`config.mk`:
```
export PLATFORM = sky130hd
export DESIGN_NAME = integer_literal_parser
export DESIGN_NICKNAME = d
export VERILOG_FILES = /design/src/hw/rtl/ilp_pkg.sv /design/src/hw/rtl/integer_literal_parser.sv
export SDC_FILE = /design/constraint.sdc
export NUM_CORES = 1
export LEC_CHECK = 0
export BUFFER_PORTS_ARGS = -buffer_cell sky130_fd_sc_hd__buf_2
export CAP_MARGIN = 0
export CORE_MARGIN = 4
export CORE_UTILIZATION = 35
export CTS_BUF_LIST = sky130_fd_sc_hd__clkbuf_2
export CTS_CLUSTER_SIZE = 10
export DETAILED_ROUTE_END_ITERATION = 12
export PLACE_DENSITY_LB_ADDON = 0.1
export SYNTH_ARGS = -nofsm -noshare
export SYNTH_HDL_FRONTEND = slang
export SYNTH_SLANG_ARGS = --single-unit
```
`constraint.sdc`:
```
create_clock -name clk -period 5.24 [get_ports clk]
set_input_delay 0 -clock clk [delete_from_list [all_inputs] [get_ports clk]]
set_output_delay 0 -clock clk [all_outputs]
set_load 0.005 [all_outputs]
```
`src/hw/rtl/ilp_pkg.sv`:
```
`default_nettype none

package ilp_pkg;

  // Default widths of the result value and of the internal character count.
  localparam int VALUE_BITS_DEF  = 64;
  localparam int LENGTH_BITS_DEF = 8;

  // Width of the length field on the result port.
  localparam int LEN_PORT_W = 8;

  // Width of the kind field and its codes.
  localparam int KIND_W = 2;
  localparam logic [KIND_W-1:0] KIND_NONE = 2'd0;
  localparam logic [KIND_W-1:0] KIND_DEC  = 2'd1;
  localparam logic [KIND_W-1:0] KIND_HEX  = 2'd2;

  // Characters that steer the parse.
  localparam logic [7:0] CH_ZERO  = 8'h30;
  localparam logic [7:0] CH_NINE  = 8'h39;
  localparam logic [7:0] CH_MINUS = 8'h2d;
  localparam logic [7:0] CH_LO_X  = 8'h78;
  localparam logic [7:0] CH_UP_X  = 8'h58;
  localparam logic [7:0] CH_LO_A  = 8'h61;
  localparam logic [7:0] CH_LO_F  = 8'h66;
  localparam logic [7:0] CH_UP_A  = 8'h41;
  localparam logic [7:0] CH_UP_F  = 8'h46;

  // Offset from a letter digit to its value: 'a' stands for ten.
  localparam logic [7:0] HEX_LETTER_OFS = 8'd10;

endpackage

`default_nettype wire

```
`src/hw/rtl/integer_literal_parser.sv`:
```
`default_nettype none

// Channel  | Direction | Ports                                  | Meaning
// ---------+-----------+----------------------------------------+---------------------------------
// in       | input     | in_valid, in_ready, in_ch, in_first    | one character, start-of-literal
// out      | output    | out_valid, out_ready, out_value,       | one parsed literal
//          |           | out_length, out_kind                   |
//
// Each accepted character beat is registered in the input register; a literal's result is
// registered in the result register. The block takes one character per clock unless stalled.
// The parse itself (shift-add by ten or shift by four, count and phase update) is one short
// combinational step between the input register and the parse state registers.
// Reset (rst_n low, synchronous) empties both registers and returns the parser to idle.
// A literal-ending character waits in the input register only while the result register is
// full and not being taken; characters that end nothing pass on regardless.
module integer_literal_parser #(
  parameter int VALUE_BITS  = ilp_pkg::VALUE_BITS_DEF,
  parameter int LENGTH_BITS = ilp_pkg::LENGTH_BITS_DEF
) (
  input  wire logic                           clk,
  input  wire logic                           rst_n,
  input  wire logic                           in_valid,
  output logic                                in_ready,
  input  wire logic [7:0]                     in_ch,
  input  wire logic                           in_first,
  output logic                                out_valid,
  input  wire logic                           out_ready,
  output logic [VALUE_BITS-1:0]               out_value,
  output logic [ilp_pkg::LEN_PORT_W-1:0]      out_length,
  output logic [ilp_pkg::KIND_W-1:0]          out_kind
);

  import ilp_pkg::*;

  // Parse phases.
  localparam logic [2:0] PH_IDLE = 3'd0;
  localparam logic [2:0] PH_SIGN = 3'd1;
  localparam logic [2:0] PH_ZERO = 3'd2;
  localparam logic [2:0] PH_DEC  = 3'd3;
  localparam logic [2:0] PH_HEXP = 3'd4;
  localparam logic [2:0] PH_HEX  = 3'd5;

  localparam logic [LENGTH_BITS-1:0] CNT_MAX = '1;
  localparam logic [LENGTH_BITS-1:0] CNT_ONE = LENGTH_BITS'(1);

  // Input register.
  logic                    in_vld_r;
  logic [7:0]              in_ch_r;
  logic                    in_first_r;

  // Parse state.
  logic [2:0]              phase_r, phase_nxt;
  logic [VALUE_BITS-1:0]   acc_r, acc_nxt;
  logic [LENGTH_BITS-1:0]  cnt_r, cnt_nxt;
  logic                    neg_r, neg_nxt;

  // Result register.
  logic                    out_vld_r;
  logic [VALUE_BITS-1:0]   out_value_r, emit_value;
  logic [LEN_PORT_W-1:0]   out_length_r, emit_length;
  logic [KIND_W-1:0]       out_kind_r, emit_kind;

  logic                    emit;
  logic                    adv;
  logic                    out_free;
  logic                    is_dec, is_hex, is_x;
  logic [3:0]              dec_val, hex_val;
  logic [LENGTH_BITS-1:0]  cnt_bump;
  logic [VALUE_BITS-1:0]   acc_x10, acc_x16;

  // Digit decode of the registered character. Bytes from 128 upwards never match.
  always_comb begin
    is_dec  = (in_ch_r >= CH_ZERO) && (in_ch_r <= CH_NINE);
    dec_val = 4'(in_ch_r - CH_ZERO);
    is_x    = (in_ch_r == CH_LO_X) || (in_ch_r == CH_UP_X);
    if (is_dec) begin
      is_hex  = 1'b1;
      hex_val = dec_val;
    end else if ((in_ch_r >= CH_LO_A) && (in_ch_r <= CH_LO_F)) begin
      is_hex  = 1'b1;
      hex_val = 4'(in_ch_r - CH_LO_A + HEX_LETTER_OFS);
    end else if ((in_ch_r >= CH_UP_A) && (in_ch_r <= CH_UP_F)) begin
      is_hex  = 1'b1;
      hex_val = 4'(in_ch_r - CH_UP_A + HEX_LETTER_OFS);
    end else begin
      is_hex  = 1'b0;
      hex_val = 4'd0;
    end
  end

  // Multiply by ten as two shifts and an add; both products wrap at the value width.
  assign acc_x10  = (acc_r << 3) + (acc_r << 1) + VALUE_BITS'(dec_val);
  assign acc_x16  = (acc_r << 4) | VALUE_BITS'(hex_val);
  assign cnt_bump = (cnt_r == CNT_MAX) ? CNT_MAX : cnt_r + CNT_ONE;

  // One parse step for the character in the input register.
  always_comb begin
    phase_nxt   = phase_r;
    acc_nxt     = acc_r;
    cnt_nxt     = cnt_r;
    neg_nxt     = neg_r;
    emit        = 1'b0;
    emit_value  = '0;
    emit_length = '0;
    emit_kind   = KIND_NONE;
    if (in_first_r) begin
      // A start flag always opens a fresh literal, dropping any open one.
      acc_nxt = '0;
      neg_nxt = 1'b0;
      cnt_nxt = CNT_ONE;
      if (in_ch_r == CH_MINUS) begin
        neg_nxt   = 1'b1;
        phase_nxt = PH_SIGN;
      end else if (in_ch_r == CH_ZERO) begin
        phase_nxt = PH_ZERO;
      end else if (is_dec) begin
        acc_nxt   = VALUE_BITS'(dec_val);
        phase_nxt = PH_DEC;
      end else begin
        // Not a number at all: an empty result straight away.
        cnt_nxt   = '0;
        phase_nxt = PH_IDLE;
        emit      = 1'b1;
      end
    end else begin
      case (phase_r)
        PH_SIGN: begin
          if (is_dec) begin
            acc_nxt   = VALUE_BITS'(dec_val);
            cnt_nxt   = cnt_bump;
            phase_nxt = PH_DEC;
          end else begin
            // A lone minus sign is no number.
            phase_nxt = PH_IDLE;
            emit      = 1'b1;
          end
        end
        PH_ZERO: begin
          if (is_dec) begin
            acc_nxt   = VALUE_BITS'(dec_val);
            cnt_nxt   = cnt_bump;
            phase_nxt = PH_DEC;
          end else if (is_x) begin
            cnt_nxt   = cnt_bump;
            phase_nxt = PH_HEXP;
          end else begin
            phase_nxt   = PH_IDLE;
            emit        = 1'b1;
            emit_length = LEN_PORT_W'(1);
            emit_kind   = KIND_DEC;
          end
        end
        PH_DEC: begin
          if (is_dec) begin
            acc_nxt = acc_x10;
            cnt_nxt = cnt_bump;
          end else begin
            phase_nxt   = PH_IDLE;
            emit        = 1'b1;
            emit_value  = neg_r ? (VALUE_BITS'(0) - acc_r) : acc_r;
            emit_length = LEN_PORT_W'(cnt_r);
            emit_kind   = KIND_DEC;
          end
        end
        PH_HEXP: begin
          if (is_hex) begin
            acc_nxt   = VALUE_BITS'(hex_val);
            cnt_nxt   = cnt_bump;
            phase_nxt = PH_HEX;
          end else begin
            // The prefix had no digits: it stands as the decimal zero alone.
            phase_nxt   = PH_IDLE;
            emit        = 1'b1;
            emit_length = LEN_PORT_W'(1);
            emit_kind   = KIND_DEC;
          end
        end
        PH_HEX: begin
          if (is_hex) begin
            acc_nxt = acc_x16;
            cnt_nxt = cnt_bump;
          end else begin
            phase_nxt   = PH_IDLE;
            emit        = 1'b1;
            emit_value  = acc_r;
            emit_length = LEN_PORT_W'(cnt_r);
            emit_kind   = KIND_HEX;
          end
        end
        default: begin
          // Idle: characters between literals are dropped.
          phase_nxt = PH_IDLE;
        end
      endcase
    end
  end

  // The character in the input register moves on unless it ends a literal while the result
  // register is still held by the consumer.
  assign out_free = !out_vld_r || out_ready;
  assign adv      = in_vld_r && (out_free || !emit);
  assign in_ready = !in_vld_r || adv;

  always_ff @(posedge clk) begin
    if (!rst_n) begin
      in_vld_r <= 1'b0;
    end else if (in_ready) begin
      in_vld_r <= in_valid;
    end
  end

  always_ff @(posedge clk) begin
    if (in_ready && in_valid) begin
      in_ch_r    <= in_ch;
      in_first_r <= in_first;
    end
  end

  always_ff @(posedge clk) begin
    if (!rst_n) begin
      phase_r <= PH_IDLE;
      acc_r   <= '0;
      cnt_r   <= '0;
      neg_r   <= 1'b0;
    end else if (adv) begin
      phase_r <= phase_nxt;
      acc_r   <= acc_nxt;
      cnt_r   <= cnt_nxt;
      neg_r   <= neg_nxt;
    end
  end

  always_ff @(posedge clk) begin
    if (!rst_n) begin
      out_vld_r <= 1'b0;
    end else if (adv && emit) begin
      out_vld_r <= 1'b1;
    end else if (out_ready) begin
      out_vld_r <= 1'b0;
    end
  end

  always_ff @(posedge clk) begin
    if (adv && emit) begin
      out_value_r  <= emit_value;
      out_length_r <= emit_length;
      out_kind_r   <= emit_kind;
    end
  end

  assign out_valid  = out_vld_r;
  assign out_value  = out_value_r;
  assign out_length = out_length_r;
  assign out_kind   = out_kind_r;

`ifndef NO_ASSERTIONS
  // A literal that produced a result leaves the parser idle.
  a_idle_after_emit: assert property (@(posedge clk) disable iff (!rst_n)
    adv && emit |=> phase_r == PH_IDLE)
    else $error("parser not idle after a result");

  // An empty result carries neither value nor length.
  a_none_is_empty: assert property (@(posedge clk) disable iff (!rst_n)
    out_vld_r && out_kind_r == KIND_NONE |-> out_value_r == '0 && out_length_r == '0)
    else $error("empty result with a value or length");

  // A held character is neither lost nor altered while it waits for the result register.
  a_stall_holds: assert property (@(posedge clk) disable iff (!rst_n)
    in_vld_r && !adv |=> in_vld_r && $stable(in_ch_r) && $stable(in_first_r))
    else $error("stalled character lost");
`endif

endmodule

`default_nettype wire
```
==> metrics.txt <==
Port Buffers=88; Avg Cell Area, Syn=8.15 µm²; routed len/inst=21.0 µm; crit end category=flip-flop; asr flop ratio synth=0; layout cells sized above 1=0.107; most frequent CP cell=o21ai_0; Yosys top cell by area=edfxtp_1; library cells used by synthesis=74; number of global-route vias before repair=11,756; slew margin rel.=0.205; commonest non-fill, non-tap cell in the layout=nand2_1; Max stage delay on crit path=0.62 ns; # H-tree levels=4; # rows=70; f_max=0.209 GHz; Area contributors post-synth=edfxtp_1 (19%), ha_1 (12%), dfxtp_1 (12%), a21oi_1 (5.4%), o21ai_0 (5.2%); Worst-path clk slew=0.32 ns; Worst-Margin Slew=1.19 ns; register area=4060 µm²; # setup viols final=0; Worst Path Required=6.01 ns; share of the yosys chip area belonging to registers=0.315; largest net degree at the start of global routing=66; RSZ-0062 raised after global routing=false; initial antenna violation count=2; Min-Delay Path Class=input port to flip-flop; hpwl dp=31,400 µm; Static Leak=5.80 nW; Worst Setup Path Type=flip-flop to flip-flop; total power=0.00232 W; Final Critical Period=4.79 ns; clk buf depth=2; PwrDens=163 nW/µm²; final worst-path cycle share=0.914; outcome=complete, no violations; worst vdd ir=0.108 mV; fin nets=1,776; total core area=36,400 µm²; CTS Buf Count=17; WP data arrival=5.56 ns; Die H=200 µm; Worst Setup Start Kind=flip-flop; Worst Clk Skew=0.0546 ns; crit path buf inv count=0; post-synth top area share=0.193; Crit Path Max Fanout=10; Multi-input gate area=8360 µm²; Mapped Cells=1,581; Via density=5.87; first drt pass iteration count=5; gr ovfl total=0; commonest cells after routing, fill and taps aside=nand2_1 (171), nor2_1 (161), a21oi_1 (138); Mapped Nets=1,724; P&R area growth vs syn=10.6%; routability cong.=0.902; worst-path cell chain=ha_1 > ha_1 > o21ai_0 > a2111oi_0 > a221oi_1 > nor4b_1 > o21ai_0 > o31ai_2 > a21oi_1 > a221o_1 > xnor2_1 > o21ai_0; Horiz. Die Dim=200 µm; final WL=44,400 µm; first-pass GRT wire length=69,800 µm; Crit path max-delay family=compound AO/OA/AOI/OAI gates; I/O pin total=89; Slew Limit Fails=0; Initial Util=0.354; synth warn=0; vias=12,428; final hold viol count=0; slowest CP cell=a2111oi_0; Post-synth EDFFs=83; DRT antenna net count=0; Post-route DRC=0; Fillers=3,742; maxcap violations=0; Clock Latency Late Sink=0.89 ns; drt initial violations=1,025; dominant synthesized flop cell=edfxtp_1; CTS Root Cell=clkbuf_2; Total GRT Usage=0.221; Setup TNS=0 ns; Util after Layout=0.391; CTS sink cnt=161; number of post-CTS setup repair buffers=0; post-synthesis cell area=12,900 µm²; TritonCTS clock tree=yes; Die ar.=40,000 µm²; post-synthesis register bit count=161
-- registers in the layout (all words and copies together), names as in the netlist --
| signal | cells |
|---|---|
| acc_r | 64 |
| cnt_r | 8 |
| in_ch_r | 8 |
| in_first_r | 1 |
| in_vld_r | 1 |
| neg_r | 1 |
| out_kind | 2 |
| out_length | 8 |
| out_valid | 1 |
| out_value | 64 |
| phase_r | 3 |
-- per-layer routing --
metal	global-route usage	vias to the layer above	routed length, µm
li1	-	6066	-
met1	0.334	5955	22300
met2	0.339	372	19400
met3	0.0311	35	2150
met4	0.0415	0	529
met5	0	-	0
-- where the power goes --
group	leakage, nW	switching, W	total, W	internal (W)
registers	1.46	0.0000122	0.00135	0.00134
logic	4.18	0.000114	0.000178	0.0000642
clock network	0.159	0.000588	0.000797	0.000210
-- final cells by class --
class	instances	share of cell area
clock buffers	17	0.00597
flip-flops and latches	161	0.284
inverters	32	0.00843
diodes	2	0.000351
well taps	468	0.0411
clock inverters	15	0.0134
repair buffers	132	0.0599
multi-input cells	1289	0.586
-- cell usage after synthesis, drive strengths merged (17+ instances only) --
cell type	number
nand3	29
and2	18
dfxtp	78
edfxtp	83
nor3	41
ha	128
clkbuf	90
inv	32
or4	17
or3	21
nand4	21
a21o	28
nand2	172
a21oi	138
a311oi	34
nor2	163
o21ai	139
xnor2	45
o31ai	26
a22oi	64
-- tightest hold or removal path: stages --
cell,delay (ns)
dlygate4sd3_1,0.53
buf_2,0.27
o221a_2,0.19
-- kinds of logic (layout without fill, tap and decap cells) --
family,after synthesis,after routing,share of synthesized area
buffers and inverters,131,196,0.0404
XOR/XNOR,61,61,0.0415
other,0,2,0
flip-flops,161,161,0.315
adder cells (fa/ha/maj),130,130,0.127
AND/OR/NAND/NOR,543,543,0.197
AO/OA/AOI/OAI,555,555,0.279
-- path summary, 6_finish.rpt --
kind | from | slack, ns | end | cells past startpoint
max | acc_r[7]$_SDFFE_PN0P_ | 0.45 | acc_r[63]$_SDFFE_PN0P_ | 12
min | rst_n | 0.09 | cnt_r[3]$_SDFFE_PN0P_ | 3
max reg2reg | acc_r[7]$_SDFFE_PN0P_ | 0.45 | acc_r[63]$_SDFFE_PN0P_ | 12
min reg2reg | in_vld_r$_SDFFE_PN0P_ | 0.52 | cnt_r[0]$_SDFFE_PN0P_ | 2
-- stage by stage --
step | worst slack (ns) | instance area, µm² | std cells | hold WS (ns)
CTS | 0.167 | 14200 | 2114 | 0.00396
global placement | 0.462 | 13700 | 2059 | 0.181
detailed placement | 0.229 | 13700 | 2059 | 0.182
global route | 0.147 | 14300 | 2116 | -0.00273
finish | 0.453 | 14300 | 2116 | 0.0883
floorplan | 0.906 | 12900 | 1581 | 0.0989
-- repair_timing --
item                                    in CTS  in global routing
endpoints found under the setup margin       0                  1
endpoints found under the hold margin       72                  0
gates resized for setup                      0                  1
hold buffers                                23                  0
Note: power is estimated with default switching activity, not from simulation.
